**src/design/crgi_pkg.sv**
```systemverilog
// ----------------------------------------------------------------------------
// crgi_pkg
// Shared types, constants and rotation helpers for the cube rotation and
// integer grid isomorphism unit.
// ----------------------------------------------------------------------------
package crgi_pkg;

  localparam int COORD_BITS = 16;
  localparam int ROT_BITS   = 5;

  typedef logic signed [COORD_BITS-1:0] coord_t;
  typedef logic signed [COORD_BITS:0]   vec_t;
  typedef logic signed [COORD_BITS+1:0] sum_t;

  localparam sum_t COORD_MAX = sum_t'((64'sd1 <<< (COORD_BITS - 1)) - 64'sd1);
  localparam sum_t COORD_MIN = sum_t'(-(64'sd1 <<< (COORD_BITS - 1)));

  typedef enum logic [1:0] {
    OP_COMPOSE = 2'd0,
    OP_INVERT  = 2'd1,
    OP_POINT   = 2'd2,
    OP_VECTOR  = 2'd3
  } opcode_e;

  localparam logic [1:0] AXIS_BAD = 2'd3;

  // Column j of the matrix is the signed unit vector along axis[j].
  typedef struct packed {
    logic [2:0][1:0] axis;
    logic [2:0]      neg;
  } rot_t;

  typedef struct packed {
    rot_t                apply_rot;
    logic [ROT_BITS-1:0] rot_out;
    logic                index_error;
    logic                negate_a;
    logic                add_a;
  } ctrl_t;

  function automatic logic [1:0] next_axis(logic [1:0] p);
    return (p == 2'd2) ? 2'd0 : p + 2'd1;
  endfunction

  function automatic rot_t rot_from_index(logic [ROT_BITS-1:0] idx);
    rot_t       r;
    logic [1:0] p;
    logic [1:0] q;
    p = idx[4:3];
    if (p == AXIS_BAD) begin
      p = 2'd0;
    end
    q = idx[1] ? next_axis(next_axis(p)) : next_axis(p);
    r.axis[0] = p;
    r.neg[0]  = idx[2];
    r.axis[1] = q;
    r.neg[1]  = idx[0];
    r.axis[2] = 2'd3 - p - q;
    r.neg[2]  = idx[2] ^ idx[0] ^ idx[1];
    return r;
  endfunction

  function automatic logic [ROT_BITS-1:0] rot_to_index(rot_t r);
    logic sel;
    sel = (r.axis[1] != next_axis(r.axis[0]));
    return {r.axis[0], r.neg[0], sel, r.neg[1]};
  endfunction

  function automatic rot_t rot_mul(rot_t a, rot_t b);
    rot_t c;
    c = '0;
    for (int j = 0; j < 3; j++) begin
      c.axis[j] = a.axis[b.axis[j]];
      c.neg[j]  = a.neg[b.axis[j]] ^ b.neg[j];
    end
    return c;
  endfunction

  function automatic rot_t rot_inv(rot_t a);
    rot_t c;
    c = '0;
    for (int k = 0; k < 3; k++) begin
      c.axis[a.axis[k]] = 2'(k);
      c.neg[a.axis[k]]  = a.neg[k];
    end
    return c;
  endfunction

endpackage

```
**src/design/crgi_rot_unit.sv**
```systemverilog
// ----------------------------------------------------------------------------
// crgi_rot_unit
// Decodes the rotation indexes, forms the product or inverse rotation and
// selects the rotation and operand controls for the coordinate datapath.
// ----------------------------------------------------------------------------
module crgi_rot_unit (
  input  logic [1:0]                    opcode_i,
  input  logic [crgi_pkg::ROT_BITS-1:0] rot_a_i,
  input  logic [crgi_pkg::ROT_BITS-1:0] rot_b_i,
  output crgi_pkg::ctrl_t               ctrl_o
);

  crgi_pkg::rot_t    rot_a;
  crgi_pkg::rot_t    rot_b;
  crgi_pkg::rot_t    rot_inv_a;
  crgi_pkg::opcode_e op;

  assign op        = crgi_pkg::opcode_e'(opcode_i);
  assign rot_a     = crgi_pkg::rot_from_index(rot_a_i);
  assign rot_b     = crgi_pkg::rot_from_index(rot_b_i);
  assign rot_inv_a = crgi_pkg::rot_inv(rot_a);

  always_comb begin
    ctrl_o           = '0;
    ctrl_o.apply_rot = rot_a;
    ctrl_o.rot_out   = rot_a_i;
    unique case (op)
      crgi_pkg::OP_COMPOSE: begin
        ctrl_o.rot_out     = crgi_pkg::rot_to_index(crgi_pkg::rot_mul(rot_a, rot_b));
        ctrl_o.add_a       = 1'b1;
        ctrl_o.index_error = (rot_a_i[4:3] == crgi_pkg::AXIS_BAD) ||
                             (rot_b_i[4:3] == crgi_pkg::AXIS_BAD);
      end
      crgi_pkg::OP_INVERT: begin
        ctrl_o.apply_rot   = rot_inv_a;
        ctrl_o.rot_out     = crgi_pkg::rot_to_index(rot_inv_a);
        ctrl_o.negate_a    = 1'b1;
        ctrl_o.index_error = (rot_a_i[4:3] == crgi_pkg::AXIS_BAD);
      end
      crgi_pkg::OP_POINT: begin
        ctrl_o.add_a       = 1'b1;
        ctrl_o.index_error = (rot_a_i[4:3] == crgi_pkg::AXIS_BAD);
      end
      crgi_pkg::OP_VECTOR: begin
        ctrl_o.index_error = (rot_a_i[4:3] == crgi_pkg::AXIS_BAD);
      end
      default: begin
        ctrl_o.index_error = 1'b1;
      end
    endcase
  end

endmodule

```
**src/design/crgi_coord_unit.sv**
```systemverilog
// ----------------------------------------------------------------------------
// crgi_coord_unit
// Applies the selected signed axis permutation to a vector, adds the
// translation when asked and clamps each coordinate to the signed range.
// ----------------------------------------------------------------------------
module crgi_coord_unit (
  input  crgi_pkg::ctrl_t ctrl_i,
  input  crgi_pkg::coord_t ax_i,
  input  crgi_pkg::coord_t ay_i,
  input  crgi_pkg::coord_t az_i,
  input  crgi_pkg::coord_t bx_i,
  input  crgi_pkg::coord_t by_i,
  input  crgi_pkg::coord_t bz_i,
  output crgi_pkg::coord_t out_x_o,
  output crgi_pkg::coord_t out_y_o,
  output crgi_pkg::coord_t out_z_o,
  output logic             saturated_o
);

  crgi_pkg::coord_t a   [3];
  crgi_pkg::coord_t b   [3];
  crgi_pkg::vec_t   v   [3];
  crgi_pkg::vec_t   rot [3];
  crgi_pkg::sum_t   sum [3];
  crgi_pkg::coord_t res [3];
  logic [2:0]       sat;

  assign a[0] = ax_i;
  assign a[1] = ay_i;
  assign a[2] = az_i;
  assign b[0] = bx_i;
  assign b[1] = by_i;
  assign b[2] = bz_i;

  always_comb begin
    for (int j = 0; j < 3; j++) begin
      v[j]   = ctrl_i.negate_a ? -crgi_pkg::vec_t'(a[j]) : crgi_pkg::vec_t'(b[j]);
      rot[j] = '0;
    end
    for (int j = 0; j < 3; j++) begin
      rot[ctrl_i.apply_rot.axis[j]] = ctrl_i.apply_rot.neg[j] ? -v[j] : v[j];
    end
    for (int i = 0; i < 3; i++) begin
      sum[i] = crgi_pkg::sum_t'(rot[i]) +
               (ctrl_i.add_a ? crgi_pkg::sum_t'(a[i]) : crgi_pkg::sum_t'(0));
      sat[i] = 1'b1;
      if (sum[i] > crgi_pkg::COORD_MAX) begin
        res[i] = crgi_pkg::coord_t'(crgi_pkg::COORD_MAX);
      end else if (sum[i] < crgi_pkg::COORD_MIN) begin
        res[i] = crgi_pkg::coord_t'(crgi_pkg::COORD_MIN);
      end else begin
        res[i] = crgi_pkg::coord_t'(sum[i]);
        sat[i] = 1'b0;
      end
    end
  end

  assign out_x_o     = res[0];
  assign out_y_o     = res[1];
  assign out_z_o     = res[2];
  assign saturated_o = |sat;

endmodule

```
**src/design/cube_rotation_grid_isomorphism_unit.sv**
```systemverilog
// ----------------------------------------------------------------------------
// cube_rotation_grid_isomorphism_unit
// Composes, inverts and applies integer grid isomorphisms built from the 24
// cube rotations and an integer translation.
// ----------------------------------------------------------------------------
// Usage: each input transfer carries an opcode, rotation indexes and two
// coordinate triples; each one produces exactly one output transfer with the
// resulting rotation index, three clamped coordinates and two status flags.
// The input transfer is captured in an input register; the rotation decode
// and coordinate arithmetic run combinationally on it and land in the
// output register. One item is taken every cycle unless the output is
// stalled (throughput 1 per cycle), set by the single combinational pass
// between the two registers.
// When the receiver holds out_stall_i, the output register keeps its
// result and the input register absorbs one more item; in_stall_o rises
// only when both registers are full and the output is stalled.
// Reset empties both registers; no results are pending after reset.
// ----------------------------------------------------------------------------
module cube_rotation_grid_isomorphism_unit (
  input  logic                          clk_i,
  input  logic                          rst_ni,
  input  logic                          in_valid_i,
  output logic                          in_stall_o,
  input  logic [1:0]                    opcode_i,
  input  logic [crgi_pkg::ROT_BITS-1:0] rot_a_i,
  input  crgi_pkg::coord_t              ax_i,
  input  crgi_pkg::coord_t              ay_i,
  input  crgi_pkg::coord_t              az_i,
  input  logic [crgi_pkg::ROT_BITS-1:0] rot_b_i,
  input  crgi_pkg::coord_t              bx_i,
  input  crgi_pkg::coord_t              by_i,
  input  crgi_pkg::coord_t              bz_i,
  output logic                          out_valid_o,
  input  logic                          out_stall_i,
  output logic [crgi_pkg::ROT_BITS-1:0] rot_out_o,
  output crgi_pkg::coord_t              out_x_o,
  output crgi_pkg::coord_t              out_y_o,
  output crgi_pkg::coord_t              out_z_o,
  output logic                          index_error_o,
  output logic                          saturated_o
);

  logic                          s1_valid_q, s1_valid_d;
  logic [1:0]                    opcode_q;
  logic [crgi_pkg::ROT_BITS-1:0] rot_a_q, rot_b_q;
  crgi_pkg::coord_t              ax_q, ay_q, az_q, bx_q, by_q, bz_q;

  logic                          out_valid_q, out_valid_d;
  logic [crgi_pkg::ROT_BITS-1:0] rot_out_q;
  crgi_pkg::coord_t              out_x_q, out_y_q, out_z_q;
  logic                          index_error_q, saturated_q;

  logic                          s2_load;
  logic                          s1_load;
  crgi_pkg::ctrl_t               ctrl;
  crgi_pkg::coord_t              cx, cy, cz;
  logic                          csat;

  assign s2_load     = !out_valid_q || !out_stall_i;
  assign s1_load     = !s1_valid_q || s2_load;
  assign in_stall_o  = !s1_load;
  assign s1_valid_d  = s1_load ? in_valid_i : s1_valid_q;
  assign out_valid_d = s2_load ? s1_valid_q : out_valid_q;

  crgi_rot_unit u_rot (
    .opcode_i (opcode_q),
    .rot_a_i  (rot_a_q),
    .rot_b_i  (rot_b_q),
    .ctrl_o   (ctrl)
  );

  crgi_coord_unit u_coord (
    .ctrl_i      (ctrl),
    .ax_i        (ax_q),
    .ay_i        (ay_q),
    .az_i        (az_q),
    .bx_i        (bx_q),
    .by_i        (by_q),
    .bz_i        (bz_q),
    .out_x_o     (cx),
    .out_y_o     (cy),
    .out_z_o     (cz),
    .saturated_o (csat)
  );

  always_ff @(posedge clk_i or negedge rst_ni) begin
    if (!rst_ni) begin
      s1_valid_q  <= 1'b0;
      out_valid_q <= 1'b0;
    end else begin
      s1_valid_q  <= s1_valid_d;
      out_valid_q <= out_valid_d;
    end
  end

  always_ff @(posedge clk_i) begin
    if (in_valid_i && s1_load) begin
      opcode_q <= opcode_i;
      rot_a_q  <= rot_a_i;
      rot_b_q  <= rot_b_i;
      ax_q     <= ax_i;
      ay_q     <= ay_i;
      az_q     <= az_i;
      bx_q     <= bx_i;
      by_q     <= by_i;
      bz_q     <= bz_i;
    end
  end

  always_ff @(posedge clk_i) begin
    if (s1_valid_q && s2_load) begin
      if (ctrl.index_error) begin
        rot_out_q     <= '0;
        out_x_q       <= '0;
        out_y_q       <= '0;
        out_z_q       <= '0;
        index_error_q <= 1'b1;
        saturated_q   <= 1'b0;
      end else begin
        rot_out_q     <= ctrl.rot_out;
        out_x_q       <= cx;
        out_y_q       <= cy;
        out_z_q       <= cz;
        index_error_q <= 1'b0;
        saturated_q   <= csat;
      end
    end
  end

  assign out_valid_o   = out_valid_q;
  assign rot_out_o     = rot_out_q;
  assign out_x_o       = out_x_q;
  assign out_y_o       = out_y_q;
  assign out_z_o       = out_z_q;
  assign index_error_o = index_error_q;
  assign saturated_o   = saturated_q;

  // An index error result carries all-zero data.
  assert property (@(posedge clk_i) disable iff (!rst_ni)
    out_valid_q && index_error_q |-> rot_out_q == '0 && out_x_q == '0 &&
      out_y_q == '0 && out_z_q == '0 && !saturated_q)
    else $error("index error result carries nonzero data");

  // A good result always names one of the 24 rotations.
  assert property (@(posedge clk_i) disable iff (!rst_ni)
    out_valid_q && !index_error_q |-> rot_out_q[4:3] != crgi_pkg::AXIS_BAD)
    else $error("result rotation index out of range");

  // Input stalls only while both the input and the output register hold an item.
  assert property (@(posedge clk_i) disable iff (!rst_ni)
    in_stall_o |-> s1_valid_q && out_valid_q)
    else $error("input stalled with free capacity");

  // An item moving out of the input register shows up at the output.
  assert property (@(posedge clk_i) disable iff (!rst_ni)
    s1_valid_q && s2_load |=> out_valid_q)
    else $error("item lost between stages");

endmodule

```
**config.mk**
```make
export PLATFORM = sky130hd
export DESIGN_NAME = cube_rotation_grid_isomorphism_unit
export DESIGN_NICKNAME = d
export VERILOG_FILES = /design/src/design/crgi_pkg.sv /design/src/design/crgi_rot_unit.sv /design/src/design/crgi_coord_unit.sv /design/src/design/cube_rotation_grid_isomorphism_unit.sv
export SDC_FILE = /design/constraint.sdc
export NUM_CORES = 1
export LEC_CHECK = 0
export BUFFER_PORTS_ARGS = -buffer_cell sky130_fd_sc_hd__buf_2
export CAP_MARGIN = 25
export CORE_ASPECT_RATIO = 0.8
export CORE_MARGIN = 3
export CORE_UTILIZATION = 59
export DETAILED_ROUTE_END_ITERATION = 12
export PLACE_DENSITY_LB_ADDON = 0.08
export REMOVE_ABC_BUFFERS = 1
export SYNTH_ARGS = -nofsm -noshare
export SYNTH_HDL_FRONTEND = slang
export SYNTH_SLANG_ARGS = --single-unit
```
**constraint.sdc**
```tcl
create_clock -name clk_i -period 10.7 [get_ports clk_i]
set_input_delay 1.605 -clock clk_i [delete_from_list [all_inputs] [get_ports clk_i]]
set_output_delay 1.605 -clock clk_i [all_outputs]
set_load 0.01 [all_outputs]
```
==> out/metrics.yaml <==
run_status:
  status: "finished clean"
sta:
  hold_violations: 0
  clock_skew_ns: 0.0137
  post-route-min-period_ns: 7.25
  clock.fmax_mhz: 138
  rsz0062_at_grt: "no"
  maxSlewHeadroom_pct: 34.2
  setup_violations: 0
  whs_ns: 0.498
  slew_violations: 0
  fin_crit_sh_pct: 67.7
  tightest_slew_ns: 0.960
  fin_tns_setup_ns: 0
drt:
  avgViaCountPerCell: 6.53
  firstDrtPassIters: 6
  wirelength_microns: 39200
  num_vias: 11800
  drc: 0
  avgRoutedWirePerCell_microns: 21.6
  postRouteAntennaNets: 0
  first_iter_violations: 1824
floorplanning:
  fp.coreArea_sq_um: 21100
  io_pins: 169
  dieArea_sq_um: 23700
  start_util_pct: 61.2
  num_rows: 47
  fp.dieH_microns: 138
  chipWidth_microns: 171
setup_path:
  crit_arrival_ns: 7.40
  critPathLaunchType: "register"
  reg2regPathDepth: 22
  rr_startpoint: "rot_a_q[3]$_DFFE_PP_"
  path_class: "reg2reg"
  crit_end: "out_y_o[11]$_SDFFCE_PP0P_"
  r2r-end: "out_y_o[11]$_SDFFCE_PP0P_"
  worst_setup_path_end_kind: "register"
  reg2reg_slack_ns: 3.45
  critPathMaxFanout: 15
  crit_required_ns: 10.85
  cp-startpoint: "rot_a_q[3]$_DFFE_PP_"
global_routing:
  grt_pass1_wl_microns: 61200
  track_usage_pct: 33.0
  grt_start_max_net_pins: 78
  globalRouteOverflowTotal: 0
  grt_pass1_vias: 10600
  antenna_found_initial: 0
pwr:
  power.density_nw_per_um2: 189
  ir_drop_mv: 0.106
  p_leak_nw: 5.62
  power_mw: 2.73
synthesis:
  ys_seq_area_share_pct: 38.4
  ys_warn_count: 0
  async_reset_ff_share_pct: 1.21
  synth-edff-count: 163
  syn_avg_cell_area_sq_um: 9.16
  syn-cell-area_sq_um: 12900
  ys_seq_elements: 165
  synthTopCellsByArea: "edfxtp_1, ha_1, o21ai_0, a21oi_1, xnor2_1"
  synth_top_cell_area_share_pct: 38.0
  ys_types: 93
  synth_cells: 1407
  yosys_most_used_dff: "edfxtp_1"
  synth.largest_area_cell: "edfxtp_1"
final_layout:
  stdcell_count: 1814
  areaGrowthSynthToFinish_pct: 12.3
  multi_input_area_sq_um: 7500
  diodes: 0
  seq_area_sq_um: 4940
  fin_util_pct: 68.8
  drive_above_1_share_pct: 17.0
  fill_cells: 1638
  final_nets: 1715
run:
  drv_cap: 0
clock_tree:
  holdBufCountCts: 0
  clkSinkCount: 165
  ctsResizeCount: 0
  cts_tree: "done"
  clock_latency_ns: 0.45
  clk_path_buf_depth: 2
  clkTransAtPathRegs_ns: 0.08
  clock-root-buffer: "clkbuf_16"
  htree_levels: 4
  cts_buffers: 17
  cts_setup_buffers: 0
hold_path:
  hp-class: "reg2reg"
place:
  port_buffers: 168
  dp_cells: 1781
  hpwlAfterDp_microns: 30100
  place.gp.congestion: 1.07
==> synth_stat cells (all sizes together), types with 5 or more instances <==
library cell and n:
nand2b 16, or3b 6, buf 31, o41ai 5, or4 14, xnor2 61
or2 7, nand2 129, nor2b 50, edfxtp 163, mux2i 17, nor3 32
a211oi 12, a22oi 12, o22ai 16, ha 68, a221oi 21, a31o 5
xor2 49, mux2 5, o21ai 121, nor4 25, o211ai 13, inv 42
and3 11, a21o 10, and2 12, nand3 20, o31ai 26, a21oi 106
o21a 19, or3 17, nor2 127, o31a 11, nand4 6, a31oi 12
clkbuf 42
==> worst min-delay path by stage <==
stage                           startpoint                      end  cells past startpoint
finish              s1_valid_q$_DFFE_PN0N_  out_valid_o$_DFFE_PN0P_                      1
global route        s1_valid_q$_DFFE_PN0N_  out_valid_o$_DFFE_PN0P_                      1
CTS                 s1_valid_q$_DFFE_PN0N_  out_valid_o$_DFFE_PN0P_                      1
detailed placement  s1_valid_q$_DFFE_PN0N_  out_valid_o$_DFFE_PN0P_                      1
global placement    s1_valid_q$_DFFE_PN0N_  out_valid_o$_DFFE_PN0P_                      1
floorplan           s1_valid_q$_DFFE_PN0N_  out_valid_o$_DFFE_PN0P_                      1
==> cell families after synthesis <==
family                     after synthesis  share of synthesized area (%)
adders and majority gates               71                           7.07
muxes                                   22                           1.76
xor gates and xnor gates               110                           7.53
and+or+nand+nor                        488                           19.4
AOI/OAI and AO/OA                      436                           22.2
DFF                                    165                           38.4
buffers and inverters                  115                           3.70
==> critical path: stages, from the launching register on <==
cell	delay, ns
edfxtp_1	0.44
inv_1	0.09
ha_1	0.37
mux2i_1	0.32
inv_1	0.18
ha_1	0.29
xnor2_2	0.22
xnor2_1	0.54
o21ai_0	0.27
a221oi_2	0.66
nor2_1	0.11
xnor2_1	0.34
a21oi_1	0.13
a21oi_1	0.28
ha_1	0.33
nor2b_1	0.17
o31a_1	0.30
o41a_1	0.40
or2_0	0.23
a221oi_1	0.35
nor2_1	0.11
o21ai_1	0.62
o21ai_0	0.22
==> per-layer routing <==
metal  global-route usage [%]  routed length [microns]  vias up
li1                         -                        -     5524
met1                     54.2                    18500     5509
met2                     44.6                    15700      746
met3                     6.91                     4320       62
met4                     6.22                      673        0
met5                        0                        0        -
==> where the power goes <==
| group | internal, mW | switching, mW | leakage, nW |
|---|---|---|---|
| sequential | 0.857 | 0.0429 | 1.59 |
| combinational | 0.429 | 0.765 | 3.72 |
| clock | 0.337 | 0.300 | 0.299 |
| total | 1.62 | 1.11 | 5.62 |
==> cell type report <==
| cell class | instances | area share [%] |
|---|---|---|
| clock inverters | 15 | 1.30 |
| flip-flops and latches | 165 | 34.2 |
| inverters | 42 | 1.09 |
| clock buffers | 17 | 2.94 |
| repair buffers | 179 | 6.38 |
| multi-input cells | 1127 | 51.8 |
| well taps | 269 | 2.33 |
==> cell usage in the layout, fill, tap and decap left out, types with 16 or more instances in the layout <==
cell type / count
mux2i_1: 17
a221oi_1: 20
nor2_1: 127
o31ai_1: 20
nand3_1: 17
o21ai_0: 110
edfxtp_1: 163
nor4_1: 23
nand2_1: 129
inv_1: 41
buf_2: 168
o22ai_1: 16
nor2b_1: 49
ha_1: 68
nor3_1: 30
xnor2_1: 60
clkbuf_16: 17
xor2_1: 49
a21oi_1: 106
o21a_1: 19
==> per-stage QoR <==
stage,setup slack [ns],instance area (sq um)
after detailed placement,3.36,13900
after global routing,2.84,14500
after global placement,3.57,13900
after CTS,3.31,14500
final,3.45,14500
after floorplan,2.65,12600
Note: power is estimated with default switching activity, not from simulation.
